File: config.mk
export PLATFORM = sky130hd
export DESIGN_NAME = lacp_transmit_state_machine
export DESIGN_NICKNAME = d
export VERILOG_FILES = /design/src/rtl/lacp_tsm_pkg.sv /design/src/rtl/lacp_transmit_state_machine.sv /design/src/rtl/lacp_tsm_ctrl.sv /design/src/rtl/lacp_tsm_dp.sv
export VERILOG_INCLUDE_DIRS = /design/src /design/src/rtl
export SDC_FILE = /design/constraint.sdc
export NUM_CORES = 1
export LEC_CHECK = 0
export BUFFER_PORTS_ARGS = -buffer_cell sky130_fd_sc_hd__buf_2
export CAP_MARGIN = 25
export CORE_ASPECT_RATIO = 0.9
export CORE_MARGIN = 3
export CORE_UTILIZATION = 65
export DETAILED_ROUTE_END_ITERATION = 10
export PLACE_DENSITY_LB_ADDON = 0.15
export SLEW_MARGIN = 0
export SYNTH_ARGS = -nofsm -noshare
export SYNTH_HDL_FRONTEND = slang
export SYNTH_HIERARCHICAL = 1
export SYNTH_SLANG_ARGS = --single-unit
File: constraint.sdc
create_clock -name clock -period 7.3 [get_ports clock]
set_input_delay 2.19 -clock clock [delete_from_list [all_inputs] [get_ports clock]]
set_output_delay 2.19 -clock clock [all_outputs]
set_load 0.01 [all_outputs]
File: src/rtl/lacp_transmit_state_machine_assert.svh
// Assertion macros used by the transmit machine controller.
`ifndef LACP_TRANSMIT_STATE_MACHINE_ASSERT_SVH
`define LACP_TRANSMIT_STATE_MACHINE_ASSERT_SVH
`ifndef NO_ASSERTIONS
// Same-cycle implication, checked on every rising clock edge outside reset.
`define LTSM_ASSERT_NOW(label, ante, cons, msg) \
   label: assert property (@(posedge clock) disable iff (reset) (ante) |-> (cons)) \
      else $error(msg);
// Next-cycle implication, checked on every rising clock edge outside reset.
`define LTSM_ASSERT_NEXT(label, ante, cons, msg) \
   label: assert property (@(posedge clock) disable iff (reset) (ante) |=> (cons)) \
      else $error(msg);
`else
`define LTSM_ASSERT_NOW(label, ante, cons, msg)
`define LTSM_ASSERT_NEXT(label, ante, cons, msg)
`endif
`endif

File: src/rtl/lacp_tsm_pkg.sv
// Types and constants shared by the transmit machine controller, datapath and top level.
package lacp_tsm_pkg;

   // Item modes.
   localparam logic [1:0] MODE_EVAL  = 2'd0;
   localparam logic [1:0] MODE_TICK  = 2'd1;
   localparam logic [1:0] MODE_RESET = 2'd2;

   // Machine state codes as reported in the result.
   localparam logic [2:0] ST_NO_TX       = 3'd0;
   localparam logic [2:0] ST_RESET_COUNT = 3'd1;
   localparam logic [2:0] ST_TX_PDU      = 3'd2;
   localparam logic [2:0] ST_FAST        = 3'd3;
   localparam logic [2:0] ST_SLOW        = 3'd4;

   // Configuration register indexes.
   localparam logic [2:0] CSR_PROTOCOL_VERSION = 3'd0;
   localparam logic [2:0] CSR_TX_LIMIT         = 3'd1;
   localparam logic [2:0] CSR_LIMIT_INTERVAL   = 3'd2;
   localparam logic [2:0] CSR_FAST_PERIOD      = 3'd3;
   localparam logic [2:0] CSR_SLOW_PERIOD      = 3'd4;

   // Configuration reset values.
   localparam logic [1:0]  RST_PROTOCOL_VERSION = 2'd1;
   localparam logic [7:0]  RST_TX_LIMIT         = 8'd3;
   localparam logic [15:0] RST_LIMIT_INTERVAL   = 16'd1;
   localparam logic [15:0] RST_FAST_PERIOD      = 16'd1;
   localparam logic [15:0] RST_SLOW_PERIOD      = 16'd30;

   // The version 1 machine runs under this code; every other code selects version 2.
   localparam logic [1:0] PROTOCOL_V1 = 2'd1;

   localparam logic [7:0] SENT_MAX = 8'hFF;

   typedef struct packed {
      logic [1:0] mode;
      logic       single_step;
      logic       ntt_request;
      logic       tx_enabled;
      logic       port_up;
      logic       point_to_point;
      logic       actor_active;
      logic       partner_active;
      logic       partner_short_timeout;
      logic       mac_up;
   } item_type;

   // Commands from the controller to the datapath.
   typedef struct packed {
      logic capture;
      logic exec;
      logic load_out;
   } cmd_type;

   // Status from the datapath to the controller.
   typedef struct packed {
      logic [1:0] mode;
      logic       single;
      logic       fired;
      logic       trans_last;
   } status_type;

endpackage

File: src/rtl/lacp_transmit_state_machine.sv
// Top level of the link aggregation control transmit machine for one port.
// A tick, reset or unused-mode item is applied in the exec state and then written out;
// an evaluation steps once per cycle until nothing fires, single step is asked for or the
// MAX_LOOP bound is reached, and its result is written once the result register is free.
// One item is in flight at a time; the next beat is taken once the result is registered.
// Synchronous reset restores the machine to no_tx and the configuration to its reset values.
module lacp_transmit_state_machine #(
   parameter int MAX_LOOP   = 10,
   parameter int TIMER_BITS = 16
) (
   input  logic        clock,
   input  logic        reset,

   // Input item channel.
   input  logic        req_valid,
   output logic        req_stall,
   input  logic [1:0]  req_mode,
   input  logic        req_single_step,
   input  logic        req_ntt_request,
   input  logic        req_tx_enabled,
   input  logic        req_port_up,
   input  logic        req_point_to_point,
   input  logic        req_actor_active,
   input  logic        req_partner_active,
   input  logic        req_partner_short_timeout,
   input  logic        req_mac_up,

   // Result channel.
   output logic        rsp_valid,
   input  logic        rsp_stall,
   output logic [2:0]  rsp_machine_state,
   output logic [3:0]  rsp_transitions,
   output logic [3:0]  rsp_frames_sent,
   output logic        rsp_ntt_pending,
   output logic        rsp_tx_opportunity,

   // Configuration write port.
   input  logic        csr_write,
   input  logic [2:0]  csr_index,
   input  logic [15:0] csr_wdata
);

   // The controller only sequences: it accepts a beat, keeps the datapath stepping while
   // an evaluation still fires transitions, and then loads the result register once the
   // previous result beat has been taken. The output register lets the next beat be
   // accepted while a finished result is still waiting on the result channel.
   lacp_tsm_pkg::item_type   item;
   lacp_tsm_pkg::cmd_type    cmd;
   lacp_tsm_pkg::status_type status;

   assign item.mode                  = req_mode;
   assign item.single_step           = req_single_step;
   assign item.ntt_request           = req_ntt_request;
   assign item.tx_enabled            = req_tx_enabled;
   assign item.port_up               = req_port_up;
   assign item.point_to_point        = req_point_to_point;
   assign item.actor_active          = req_actor_active;
   assign item.partner_active        = req_partner_active;
   assign item.partner_short_timeout = req_partner_short_timeout;
   assign item.mac_up                = req_mac_up;

   lacp_tsm_ctrl u_ctrl (
      .clock     (clock),
      .reset     (reset),
      .req_valid (req_valid),
      .req_stall (req_stall),
      .rsp_valid (rsp_valid),
      .rsp_stall (rsp_stall),
      .status    (status),
      .cmd       (cmd)
   );

   // The datapath holds the configuration, the machine state with both timers, and the
   // single step unit that evaluates one transition and its entry actions per cycle.
   lacp_tsm_dp #(
      .MAX_LOOP   (MAX_LOOP),
      .TIMER_BITS (TIMER_BITS)
   ) u_dp (
      .clock              (clock),
      .reset              (reset),
      .item               (item),
      .cmd                (cmd),
      .status             (status),
      .csr_write          (csr_write),
      .csr_index          (csr_index),
      .csr_wdata          (csr_wdata),
      .rsp_machine_state  (rsp_machine_state),
      .rsp_transitions    (rsp_transitions),
      .rsp_frames_sent    (rsp_frames_sent),
      .rsp_ntt_pending    (rsp_ntt_pending),
      .rsp_tx_opportunity (rsp_tx_opportunity)
   );

endmodule

File: src/rtl/lacp_tsm_ctrl.sv
// Sequencer for the transmit machine: accepts an item, runs its steps, hands off the result.
`include "lacp_transmit_state_machine_assert.svh"

module lacp_tsm_ctrl (
   input  logic                      clock,
   input  logic                      reset,
   input  logic                      req_valid,
   output logic                      req_stall,
   output logic                      rsp_valid,
   input  logic                      rsp_stall,
   input  lacp_tsm_pkg::status_type  status,
   output lacp_tsm_pkg::cmd_type     cmd
);

   typedef enum logic [2:0] {
      CTL_IDLE  = 3'b001,
      CTL_EXEC  = 3'b010,
      CTL_WRITE = 3'b100
   } ctl_state_type;

   ctl_state_type state_ff, state_in;
   logic          rsp_valid_ff, rsp_valid_in;
   logic          out_free;

   assign out_free  = !rsp_valid_ff || !rsp_stall;
   assign req_stall = (state_ff != CTL_IDLE);
   assign rsp_valid = rsp_valid_ff;

   always_comb begin
      state_in     = state_ff;
      cmd          = '0;
      rsp_valid_in = rsp_valid_ff && rsp_stall;
      unique case (state_ff)
         CTL_IDLE: begin
            if (req_valid) begin
               cmd.capture = 1'b1;
               state_in    = CTL_EXEC;
            end
         end
         CTL_EXEC: begin
            cmd.exec = 1'b1;
            // An evaluation keeps stepping until nothing fires, one step was asked for,
            // or the transition bound is reached.
            if ((status.mode != lacp_tsm_pkg::MODE_EVAL) || !status.fired ||
                status.single || status.trans_last) begin
               state_in = CTL_WRITE;
            end
         end
         CTL_WRITE: begin
            if (out_free) begin
               cmd.load_out = 1'b1;
               rsp_valid_in = 1'b1;
               state_in     = CTL_IDLE;
            end
         end
         default: begin
            state_in = CTL_IDLE;
         end
      endcase
   end

   always_ff @(posedge clock) begin
      if (reset) begin
         state_ff     <= CTL_IDLE;
         rsp_valid_ff <= 1'b0;
      end else begin
         state_ff     <= state_in;
         rsp_valid_ff <= rsp_valid_in;
      end
   end

   `LTSM_ASSERT_NOW(a_load_needs_room, cmd.load_out, out_free, "result loaded over a waiting beat")
   `LTSM_ASSERT_NEXT(a_accept_runs, req_valid && !req_stall, state_ff == CTL_EXEC, "accepted item not executed")
   `LTSM_ASSERT_NEXT(a_write_shows, (state_ff == CTL_WRITE) && out_free, rsp_valid_ff, "finished result not presented")
   `LTSM_ASSERT_NEXT(a_single_cycle_ops, (state_ff == CTL_EXEC) && (status.mode != lacp_tsm_pkg::MODE_EVAL), state_ff == CTL_WRITE, "tick or reset took more than one cycle")

endmodule

File: src/rtl/lacp_tsm_dp.sv
// Datapath of the transmit machine: configuration, machine state, timers, step logic, result register.
module lacp_tsm_dp #(
   parameter int MAX_LOOP   = 10,
   parameter int TIMER_BITS = 16
) (
   input  logic                      clock,
   input  logic                      reset,
   input  lacp_tsm_pkg::item_type    item,
   input  lacp_tsm_pkg::cmd_type     cmd,
   output lacp_tsm_pkg::status_type  status,
   input  logic                      csr_write,
   input  logic [2:0]                csr_index,
   input  logic [15:0]               csr_wdata,
   output logic [2:0]                rsp_machine_state,
   output logic [3:0]                rsp_transitions,
   output logic [3:0]                rsp_frames_sent,
   output logic                      rsp_ntt_pending,
   output logic                      rsp_tx_opportunity
);

   localparam int TRANS_W = $clog2(MAX_LOOP + 1);

   // Configuration registers.
   logic [1:0]            ver_ff;
   logic [7:0]            txlim_ff;
   logic [15:0]           lint_ff, fast_ff, slow_ff;

   // Machine state and per-item counters.
   lacp_tsm_pkg::item_type item_ff;
   logic [2:0]            st_ff;
   logic                  ntt_ff;
   logic [7:0]            sent_ff;
   logic [TIMER_BITS-1:0] lim_ff, per_ff;
   logic [TRANS_W-1:0]    trans_ff, frames_ff;

   // Result register.
   logic [2:0]            out_state_ff;
   logic [3:0]            out_trans_ff, out_frames_ff;
   logic                  out_ntt_ff, out_opp_ff;

   // Step logic.
   logic                  v1, en, short_to, global_off, opp;
   logic [TIMER_BITS-1:0] lim_load, fast_load, slow_load, lim_pre;
   logic [7:0]            sent_pre, sent_inc;
   logic                  go_nt, go_rc, go_pdu, go_fast, go_slow, fired, frame;
   logic [2:0]            st_s;
   logic                  ntt_s;
   logic [7:0]            sent_s;
   logic [TIMER_BITS-1:0] lim_s, per_s;

   assign v1         = (ver_ff == lacp_tsm_pkg::PROTOCOL_V1);
   assign en         = item_ff.tx_enabled;
   assign short_to   = item_ff.partner_short_timeout;
   assign global_off = !item_ff.port_up || !item_ff.point_to_point ||
                       (!item_ff.actor_active && !item_ff.partner_active);
   assign lim_load   = TIMER_BITS'(lint_ff);
   assign fast_load  = TIMER_BITS'(fast_ff);
   assign slow_load  = TIMER_BITS'(slow_ff);

   // Version 2 restarts the rate-limit interval at the top of a step once the limit timer is zero.
   assign lim_pre  = (!v1 && (lim_ff == '0)) ? lim_load : lim_ff;
   assign sent_pre = (!v1 && (lim_ff == '0)) ? 8'd0 : sent_ff;
   assign sent_inc = (sent_pre == lacp_tsm_pkg::SENT_MAX) ? sent_pre : sent_pre + 8'd1;
   assign opp      = (sent_pre <= txlim_ff);

   // Transition selection.
   always_comb begin
      go_nt   = 1'b0;
      go_rc   = 1'b0;
      go_pdu  = 1'b0;
      go_fast = 1'b0;
      go_slow = 1'b0;
      if (v1) begin
         if ((st_ff != lacp_tsm_pkg::ST_NO_TX) && !en) begin
            go_nt = 1'b1;
         end else begin
            case (st_ff)
               lacp_tsm_pkg::ST_NO_TX: begin
                  if (!en && ntt_ff) go_nt = 1'b1;
                  else if (en) go_rc = 1'b1;
               end
               lacp_tsm_pkg::ST_RESET_COUNT: begin
                  if (ntt_ff) go_pdu = 1'b1;
               end
               lacp_tsm_pkg::ST_TX_PDU: begin
                  if (ntt_ff && (sent_ff < txlim_ff)) go_pdu = 1'b1;
                  else if (lim_ff == '0) go_rc = 1'b1;
               end
               default: begin
                  go_nt = 1'b1;
               end
            endcase
         end
      end else begin
         if (global_off) begin
            if (st_ff != lacp_tsm_pkg::ST_NO_TX) go_nt = 1'b1;
         end else begin
            case (st_ff)
               lacp_tsm_pkg::ST_NO_TX: begin
                  if (short_to) go_fast = 1'b1;
                  else go_slow = 1'b1;
               end
               lacp_tsm_pkg::ST_FAST: begin
                  if ((ntt_ff || (per_ff == '0)) && opp) go_pdu = 1'b1;
                  else if (!ntt_ff && (per_ff != '0) && !short_to) go_slow = 1'b1;
               end
               lacp_tsm_pkg::ST_SLOW: begin
                  if ((ntt_ff || (per_ff == '0) || short_to) && opp) go_pdu = 1'b1;
               end
               default: begin
                  go_nt = 1'b1;
               end
            endcase
         end
      end
   end

   assign fired = go_nt || go_rc || go_pdu || go_fast || go_slow;
   assign frame = go_pdu && item_ff.mac_up;

   // Entry actions of the selected state.
   always_comb begin
      st_s   = st_ff;
      ntt_s  = ntt_ff;
      sent_s = sent_pre;
      lim_s  = lim_pre;
      per_s  = per_ff;
      if (go_nt) begin
         st_s = lacp_tsm_pkg::ST_NO_TX;
         if (v1) begin
            ntt_s  = 1'b0;
            sent_s = 8'd0;
            lim_s  = '0;
         end else begin
            per_s = '0;
         end
      end
      if (go_rc) begin
         st_s   = lacp_tsm_pkg::ST_RESET_COUNT;
         sent_s = 8'd0;
      end
      if (go_pdu) begin
         if (v1) begin
            st_s = lacp_tsm_pkg::ST_TX_PDU;
            if (item_ff.mac_up) begin
               ntt_s = 1'b0;
               if (lim_ff == '0) begin
                  lim_s  = lim_load;
                  sent_s = 8'd1;
               end else begin
                  sent_s = sent_inc;
               end
            end
         end else begin
            // A version 2 frame goes straight on to periodic sending.
            ntt_s  = 1'b0;
            sent_s = sent_inc;
            if (short_to) begin
               st_s  = lacp_tsm_pkg::ST_FAST;
               per_s = fast_load;
            end else begin
               st_s  = lacp_tsm_pkg::ST_SLOW;
               per_s = slow_load;
            end
         end
      end
      if (go_fast) begin
         st_s  = lacp_tsm_pkg::ST_FAST;
         per_s = fast_load;
      end
      if (go_slow) begin
         st_s  = lacp_tsm_pkg::ST_SLOW;
         per_s = slow_load;
      end
   end

   assign status.mode       = item_ff.mode;
   assign status.single     = item_ff.single_step;
   assign status.fired      = fired;
   assign status.trans_last = (trans_ff == TRANS_W'(MAX_LOOP - 1));

   // Configuration registers.
   always_ff @(posedge clock) begin
      if (reset) begin
         ver_ff   <= lacp_tsm_pkg::RST_PROTOCOL_VERSION;
         txlim_ff <= lacp_tsm_pkg::RST_TX_LIMIT;
         lint_ff  <= lacp_tsm_pkg::RST_LIMIT_INTERVAL;
         fast_ff  <= lacp_tsm_pkg::RST_FAST_PERIOD;
         slow_ff  <= lacp_tsm_pkg::RST_SLOW_PERIOD;
      end else if (csr_write) begin
         unique case (csr_index)
            lacp_tsm_pkg::CSR_PROTOCOL_VERSION: ver_ff   <= csr_wdata[1:0];
            lacp_tsm_pkg::CSR_TX_LIMIT:         txlim_ff <= csr_wdata[7:0];
            lacp_tsm_pkg::CSR_LIMIT_INTERVAL:   lint_ff  <= csr_wdata;
            lacp_tsm_pkg::CSR_FAST_PERIOD:      fast_ff  <= csr_wdata;
            lacp_tsm_pkg::CSR_SLOW_PERIOD:      slow_ff  <= csr_wdata;
            default: begin
            end
         endcase
      end
   end

   // Machine state, timers and per-item counters.
   always_ff @(posedge clock) begin
      if (reset) begin
         st_ff     <= lacp_tsm_pkg::ST_NO_TX;
         ntt_ff    <= 1'b0;
         sent_ff   <= 8'd0;
         lim_ff    <= '0;
         per_ff    <= '0;
         trans_ff  <= '0;
         frames_ff <= '0;
      end else if (cmd.capture) begin
         trans_ff  <= '0;
         frames_ff <= '0;
         if ((item.mode == lacp_tsm_pkg::MODE_EVAL) && item.ntt_request) ntt_ff <= 1'b1;
      end else if (cmd.exec) begin
         case (item_ff.mode)
            lacp_tsm_pkg::MODE_EVAL: begin
               st_ff     <= st_s;
               ntt_ff    <= ntt_s;
               sent_ff   <= sent_s;
               lim_ff    <= lim_s;
               per_ff    <= per_s;
               trans_ff  <= trans_ff + TRANS_W'(fired);
               frames_ff <= frames_ff + TRANS_W'(frame);
            end
            lacp_tsm_pkg::MODE_TICK: begin
               if (lim_ff != '0) lim_ff <= lim_ff - TIMER_BITS'(1);
               if (per_ff != '0) per_ff <= per_ff - TIMER_BITS'(1);
            end
            lacp_tsm_pkg::MODE_RESET: begin
               st_ff   <= lacp_tsm_pkg::ST_NO_TX;
               sent_ff <= 8'd0;
               lim_ff  <= '0;
               if (v1) ntt_ff <= 1'b0;
               else per_ff <= '0;
            end
            default: begin
            end
         endcase
      end
   end

   // Item capture and result register.
   always_ff @(posedge clock) begin
      if (cmd.capture) item_ff <= item;
      if (cmd.load_out) begin
         out_state_ff  <= st_ff;
         out_trans_ff  <= 4'(trans_ff);
         out_frames_ff <= 4'(frames_ff);
         out_ntt_ff    <= ntt_ff;
         out_opp_ff    <= !v1 && (sent_ff <= txlim_ff);
      end
   end

   assign rsp_machine_state  = out_state_ff;
   assign rsp_transitions    = out_trans_ff;
   assign rsp_frames_sent    = out_frames_ff;
   assign rsp_ntt_pending    = out_ntt_ff;
   assign rsp_tx_opportunity = out_opp_ff;

endmodule

# Word level (Yosys, flattened, before mapping)
# Cells that the tools add are included.
[word_totals]
word_cells = 215
out_inout_bits = 15
register_bits = 137
inputBits = 35
[op_classes]
bitwise = 1
magnitude_cmp = 3
mux = 89
n_addsub = 5
reduce_logical = 65
n_eq_ne = 24
[op_table]
columns = ["operator", "count"]
rows = [
  ["$mux W16", 16],
  ["$pmux W16 S3", 2],
  ["$mux W8", 9],
  ["$mux W1", 43],
  ["$logic_not A16 Y1", 2],
  ["$reduce_bool A16 Y1", 2],
  ["$sub A16 B1 Y16 const B", 2],
  ["$mux W3", 10],
  ["$le A8 B8 Y1", 2],
  ["$pmux W8 S2", 1],
  ["$eq A3 B2 Y1 const B", 5],
  ["$logic_and A1 B1 Y1", 13],
  ["$logic_or A1 B1 Y1", 12],
  ["$pmux W1 S2", 6],
  ["$reduce_and A2 Y1", 6],
  ["$reduce_and A4 Y1", 3],
  ["$logic_not A1 Y1", 11],
  ["$ne A2 B1 Y1 const B", 5],
  ["$eq A3 B1 Y1 const B", 3],
  ["$eq A3 B3 Y1 const B", 3],
  ["$pmux W3 S3", 1],
  ["$reduce_and A3 Y1", 3],
  ["$reduce_bool A3 Y1", 3],
  ["$add A4 B1 Y4", 2],
  ["other kinds (16)", 22],
]

# Logic depth before layout (Yosys ltp)
[logic_depth]
ltp_word = 19
mapped_depth = 19
ltp_nobuf = 19

# Modules after synthesis
# The synthesis kept the hierarchy.
[by_module_without_submodules]
columns = ["module", "cells_per_inst", "area_per_inst_um2", "n_inst", "seq_area_each_um2"]
rows = [
  ["lacp_tsm_dp", 970, 7711.1, 1, 2892.8],
  ["lacp_tsm_ctrl", 33, 234.0, 1, 80.1],
]

# Least setup slack after synthesis
# Ideal clock, no wire load.
[synth_timing]
path_type = "input-to-reg"
startpoint = "input req_valid"
endpoint = "register u_dp.per_ff[12]"
slack_ns = 3.102
t_arrival_ns = 4.066
setup_ns = 0.132
path_buffers = 2
cell_stages = 10
required_time_ns = 7.168
path_cell_list = "inv_1 > nor2_1 > nand2b_1 > or2_2 > clkbuf_1 > a21o_1 > clkbuf_1 > a21oi_1 > a22oi_1 > a21oi_1"
[synth_lines]
columns = ["element", "line_no", "source"]
rows = [
  ["from (decl)", "lacp_transmit_state_machine.sv:15", "input logic req_valid,"],
  ["to (signal assigned)", "lacp_tsm_dp.sv:224", "per_ff <= per_s;"],
  ["to (signal assigned)", "lacp_tsm_dp.sv:230", "if (per_ff != '0) per_ff <= per_ff - TIMER_BITS'(1);"],
  ["to (decl)", "lacp_tsm_dp.sv:33", "logic [TIMER_BITS-1:0] lim_ff, per_ff;"],
]

# Worst setup path after layout
[layout_timing]
startpoint = "register u_dp.lim_ff[2]"
endpoint = "register u_dp.frames_ff[2]"
[layout_between]
elab_chain_len = 11
word_cells_on_any_way = 13
classes_between = "add/sub (1); order compare (1); mux (6); reduce/logical (5)"
[layout_lines]
columns = ["element", "line_no", "source"]
rows = [
  ["from (decl)", "lacp_tsm_dp.sv:33", ""],
  ["from (signal assigned)", "lacp_tsm_dp.sv:223", "lim_ff <= lim_s;"],
  ["from (signal assigned)", "lacp_tsm_dp.sv:229", "if (lim_ff != '0) lim_ff <= lim_ff - TIMER_BITS'(1);"],
  ["$logic_not A16 Y1 (*)", "lacp_tsm_dp.sv:62", "assign sent_pre = (!v1 && (lim_ff == '0)) ? 8'd0 : sent_ff;"],
  ["$logic_and A1 B1 Y1 (*)", "lacp_tsm_dp.sv:62", ""],
  ["$mux W8 (*)", "lacp_tsm_dp.sv:62", ""],
  ["$le A8 B8 Y1 (*)", "lacp_tsm_dp.sv:64", "assign opp = (sent_pre <= txlim_ff);"],
  ["$logic_and A1 B1 Y1 (on tied branches)", "lacp_tsm_dp.sv:108, lacp_tsm_dp.sv:104", ""],
  ["$mux W1 (on tied branches)", "lacp_tsm_dp.sv:108, lacp_tsm_dp.sv:104", ""],
  ["$pmux W1 S2 (*)", "lacp_tsm_dp.sv:98", "case (st_ff)"],
  ["$mux W1 (*)", "lacp_tsm_dp.sv:95", "if (global_off) begin"],
  ["$mux W1 (*)", "lacp_tsm_dp.sv:73", "if (v1) begin"],
  ["$logic_and A1 B1 Y1 (*)", "lacp_tsm_dp.sv:119", "assign frame = go_pdu && item_ff.mac_up;"],
  ["$add A4 B1 Y4 (*)", "lacp_tsm_dp.sv:226", "frames_ff <= frames_ff + TRANS_W'(frame);"],
  ["to (signal assigned)", "lacp_tsm_dp.sv:226", ""],
  ["to (decl)", "lacp_tsm_dp.sv:34", "logic [TRANS_W-1:0] trans_ff, frames_ff;"],
]
# Every way passes the cells marked *; elsewhere a longest branch is shown, timed or not.
# A chain may end at the register's enable or synchronous reset.

==> flow_metrics.env <==
export IMPL_first_pass_iters=6
export IMPL_initial_core_util=0.681
export IMPL_reg2reg_depth=16
export IMPL_final_util=0.749
export IMPL_postCtsHoldBufs=0
export IMPL_synth_xor_area_frac=0.0121
export IMPL_grt_overflow=0
export IMPL_grt_pass1_wl_um=34900
export IMPL_avgSynthCellArea_sq_um=7.92
export IMPL_required_ps=7650
export IMPL_critPathArrivalTime_ps=5190
export IMPL_yosysMostFrequentCell="nand2_1"
export IMPL_clk_path_buf_depth=2
export IMPL_fin_skew_ps=7.58
export IMPL_layout_setup_ws_ps=2460
export IMPL_antenna_found_initial=0
export IMPL_slew_viol_final=0
export IMPL_fillers=923
export IMPL_synth_area_sq_um=7950
export IMPL_die_w_um=123
export IMPL_grt_max_degree=87
export IMPL_ys_warn_count=6
export IMPL_ys_ff_latch=137
export IMPL_postSynthCellCount=1003
export IMPL_regArea_sq_um=2970
export IMPL_ctsResizeCount=0
export IMPL_irDropWorstVdd_mv=0.175
export IMPL_finalSetupViolations=0
export IMPL_coreArea_sq_um=11700
export IMPL_timing_rr_start="u_dp/lim_ff[2]$_SDFFE_PP0P_"
export IMPL_drt_iter0_drc=1013
export IMPL_power_density_nw_per_um2=207
export IMPL_dp_slack_ps=2430
export IMPL_syn_to_final_growth_pct=10.0
export IMPL_yosysTopAreaCell="dfxtp_1"
export IMPL_critPathKind="reg2reg"
export IMPL_grt_pass1_vias=7003
export IMPL_layout_cells_non_filler=1181
export IMPL_synth_top_family_by_area="simple AND/OR/NAND/NOR gates"
export IMPL_synthSimpleGateAreaFrac=0.263
export IMPL_power_switching_mw=0.445
export IMPL_internal_power_mw=1.37
export IMPL_synth_top_cells_by_area="dfxtp_1 29%, edfxtp_1 8.7%, nand2_1 8.0%"
export IMPL_remaining_drc_errors=0
export IMPL_hold_viol_final=0
export IMPL_hpwlAfterDp_um=14700
export IMPL_rows=37
export IMPL_cts_buffers=17
export IMPL_root_buffer="clkbuf_16"
export IMPL_fp_dieH_um=111
export IMPL_cp_end_kind="flip-flop"
export IMPL_routed_wl_um=21500
export IMPL_antennaDiodeCount=0
export IMPL_grt_usage=0.320
export IMPL_portBuffers=49
export IMPL_synth_compound_area_frac=0.229
export IMPL_reg2reg_setup_slack_ps=2460
export IMPL_wl_per_cell_um=18.2
export IMPL_multi_input_area_sq_um=4570
export IMPL_h_tree_depth=4
export IMPL_status="finished clean"
export IMPL_seq_area_frac_synth=0.374
export IMPL_syn_num_nets=1066
export IMPL_power_share_clock=0.473
export IMPL_fin_tns_setup_ps=0
export IMPL_reg2reg_to="u_dp/frames_ff[2]$_SDFFE_PP0P_"
export IMPL_pin_count=50
export IMPL_vias_per_cell=6.46
export IMPL_synth_top_area_share=0.287
export IMPL_pwr_share_comb=0.088
export IMPL_dieArea_sq_um=13600
export IMPL_post_cts_buffers=0
export IMPL_worstMarginPinSlew_ps=1080
export IMPL_clkLatencyLatePin_ps=420
export IMPL_hold_class="reg2reg"
export IMPL_ys_async_sr_fraction=0
export IMPL_clock_fmax_mhz=207
export IMPL_synthAdderAreaFrac=0.0441
export IMPL_nets=1075
export IMPL_cts_sinks=137
export IMPL_synth_edf_count=23
export IMPL_vias=7627
export IMPL_cts_tree="built"
export IMPL_p_sw_frac=0.246
export IMPL_finalCritPeriodShare=0.663
export IMPL_globalplace_congestion=0.950
export IMPL_seqPwrFrac=0.439
export IMPL_endpoint="u_dp/frames_ff[2]$_SDFFE_PP0P_"
export IMPL_slew_headroom=0.279
export IMPL_ant_nets=0
export IMPL_path_max_fanout=18
export IMPL_drive_above_1_share=0.122
export IMPL_muxShareOfSynthArea=0.0261
export IMPL_rsz0062_at_grt="no"
export IMPL_yosys_most_used_dff="dfxtp_1"
export IMPL_p_leak_nw=3.27
export IMPL_startpoint="u_dp/lim_ff[2]$_SDFFE_PP0P_"
export IMPL_post_place_cells=1149
export IMPL_synth_common_cells="170 x nand2_1, 126 x a21oi_1, 114 x dfxtp_1"
export IMPL_maxCapViolCount=0
export IMPL_clk_pin_slew_worst_paths_ps=60
export IMPL_finalCriticalPeriod_ps=4840
export IMPL_cp_start_kind="flip-flop"
export IMPL_synth_distinct_cells=82
[metrics by stage]
step | hold slack, ps | power, mW | cell area [sq um]
floorplan | 421 | 0.918 | 7950
global placement | 439 | 0.961 | 8140
detailed placement | 447 | 0.964 | 8150
CTS | 455 | 1.81 | 8740
global route | 474 | 1.87 | 8740
finish | 457 | 1.81 | 8740
[routing by layer]
layer  up-vias  GRT usage  part of all wire
li1       3643          -                 -
met1      3506      0.459              0.44
met2       434      0.488              0.44
met3        44     0.0628              0.10
met4         0     0.0978             0.021
met5         -          0                 0
[cells in the final DEF, fill, tap and decap left out, types with 6 or more instances in the layout]
cell type / n
a211oi_1: 6
a21oi_1: 126
a31oi_1: 8
and2_1: 8
buf_2: 48
buf_4: 6
clkbuf_16: 17
dfxtp_1: 114
edfxtp_1: 23
ha_1: 28
inv_1: 30
mux2_2: 6
mux2i_1: 14
nand2_1: 170
nand2b_1: 11
nand3_1: 27
nand3b_1: 14
nand4_1: 16
nor2_1: 92
nor2b_1: 7
nor3_1: 37
nor4_1: 11
o211ai_1: 11
o21a_1: 7
o21ai_0: 42
o221ai_1: 9
o22ai_1: 7
xor2_1: 7
[critical path: stages (launching register included)]
cell      delay (ps)
dfxtp_1          380
nor4_2           830
and4_1           490
nand2_1          220
and2_1           250
ha_1             320
nand4_1          130
or3b_1           420
a22oi_4          340
o211ai_4         300
nand2b_1         210
and2_1           180
ha_1             210
ha_1             170
nand2_1           60
xor2_1           150
nor2_1           100
[logic make-up after synthesis]
| group | after synthesis |
|---|---|
| mux | 20 |
| simple gates | 432 |
| buf+inv | 95 |
| xor+xnor | 11 |
| flops | 137 |
| fa+ha+maj | 28 |
| compound gates | 280 |
[how the worst min path moves through the flow]
stage	start	slack, ps	cells after the start	to
final	u_dp/txlim_ff[4]$_SDFFE_PP0P_	460	2	u_dp/txlim_ff[4]$_SDFFE_PP0P_
after CTS	u_dp/txlim_ff[4]$_SDFFE_PP0P_	450	2	u_dp/txlim_ff[4]$_SDFFE_PP0P_
after detailed placement	u_dp/txlim_ff[4]$_SDFFE_PP0P_	450	2	u_dp/txlim_ff[4]$_SDFFE_PP0P_
after global routing	u_dp/lim_load[7]$_SDFFE_PP0P_	470	2	u_dp/lim_load[7]$_SDFFE_PP0P_
after floorplan	u_dp/st_ff[2]$_SDFFE_PP0P_	420	0	u_dp/rsp_machine_state[2]$_DFFE_PP_
after global placement	u_dp/frames_ff[3]$_SDFFE_PP0P_	440	0	u_dp/rsp_frames_sent[3]$_DFFE_PP_
[flip-flops by register name, indices dropped and copies added, names as in the netlist]
| name | count |
|---|---|
| u_ctrl/rsp_valid | 1 |
| u_dp/slow_ff | 16 |
| u_dp/rsp_tx_opportunity | 1 |
| u_dp/trans_ff | 4 |
| u_dp/rsp_transitions | 4 |
| u_dp/en | 1 |
| u_dp/ntt_ff | 1 |
| u_ctrl/state_ff | 3 |
| u_dp/lim_load | 16 |
| u_dp/frames_ff | 4 |
| u_dp/rsp_frames_sent | 4 |
| u_dp/st_ff | 3 |
| u_dp/fast_ff | 16 |
| u_dp/status | 3 |
| u_dp/rsp_machine_state | 3 |
| u_dp/rsp_ntt_pending | 1 |
| u_dp/txlim_ff | 8 |
| u_dp/sent_ff | 8 |
| u_dp/per_ff | 16 |
| u_dp/ver_ff | 2 |
| u_dp/short_to | 1 |
| u_dp/lim_ff | 16 |
| u_dp/item_ff | 5 |
[area by class of cell]
type	instances	area share
clock buffer	23	0.0547
clock inverter	9	0.0130
inverter	30	0.0129
multi-input combinational	771	0.523
sequential	137	0.340
tap	156	0.0223
timing repair buffer	55	0.0339
[power by group through the flow]
stage	Clock (mW)	Combinational, mW	Sequential, mW
after CTS	0.864	0.154	0.795
after global placement	0	0.151	0.811
after detailed placement	0	0.153	0.811
final	0.856	0.159	0.796
after floorplan	0	0.112	0.806
after global routing	0.896	0.173	0.797
Power figures use the tool's default switching activity.
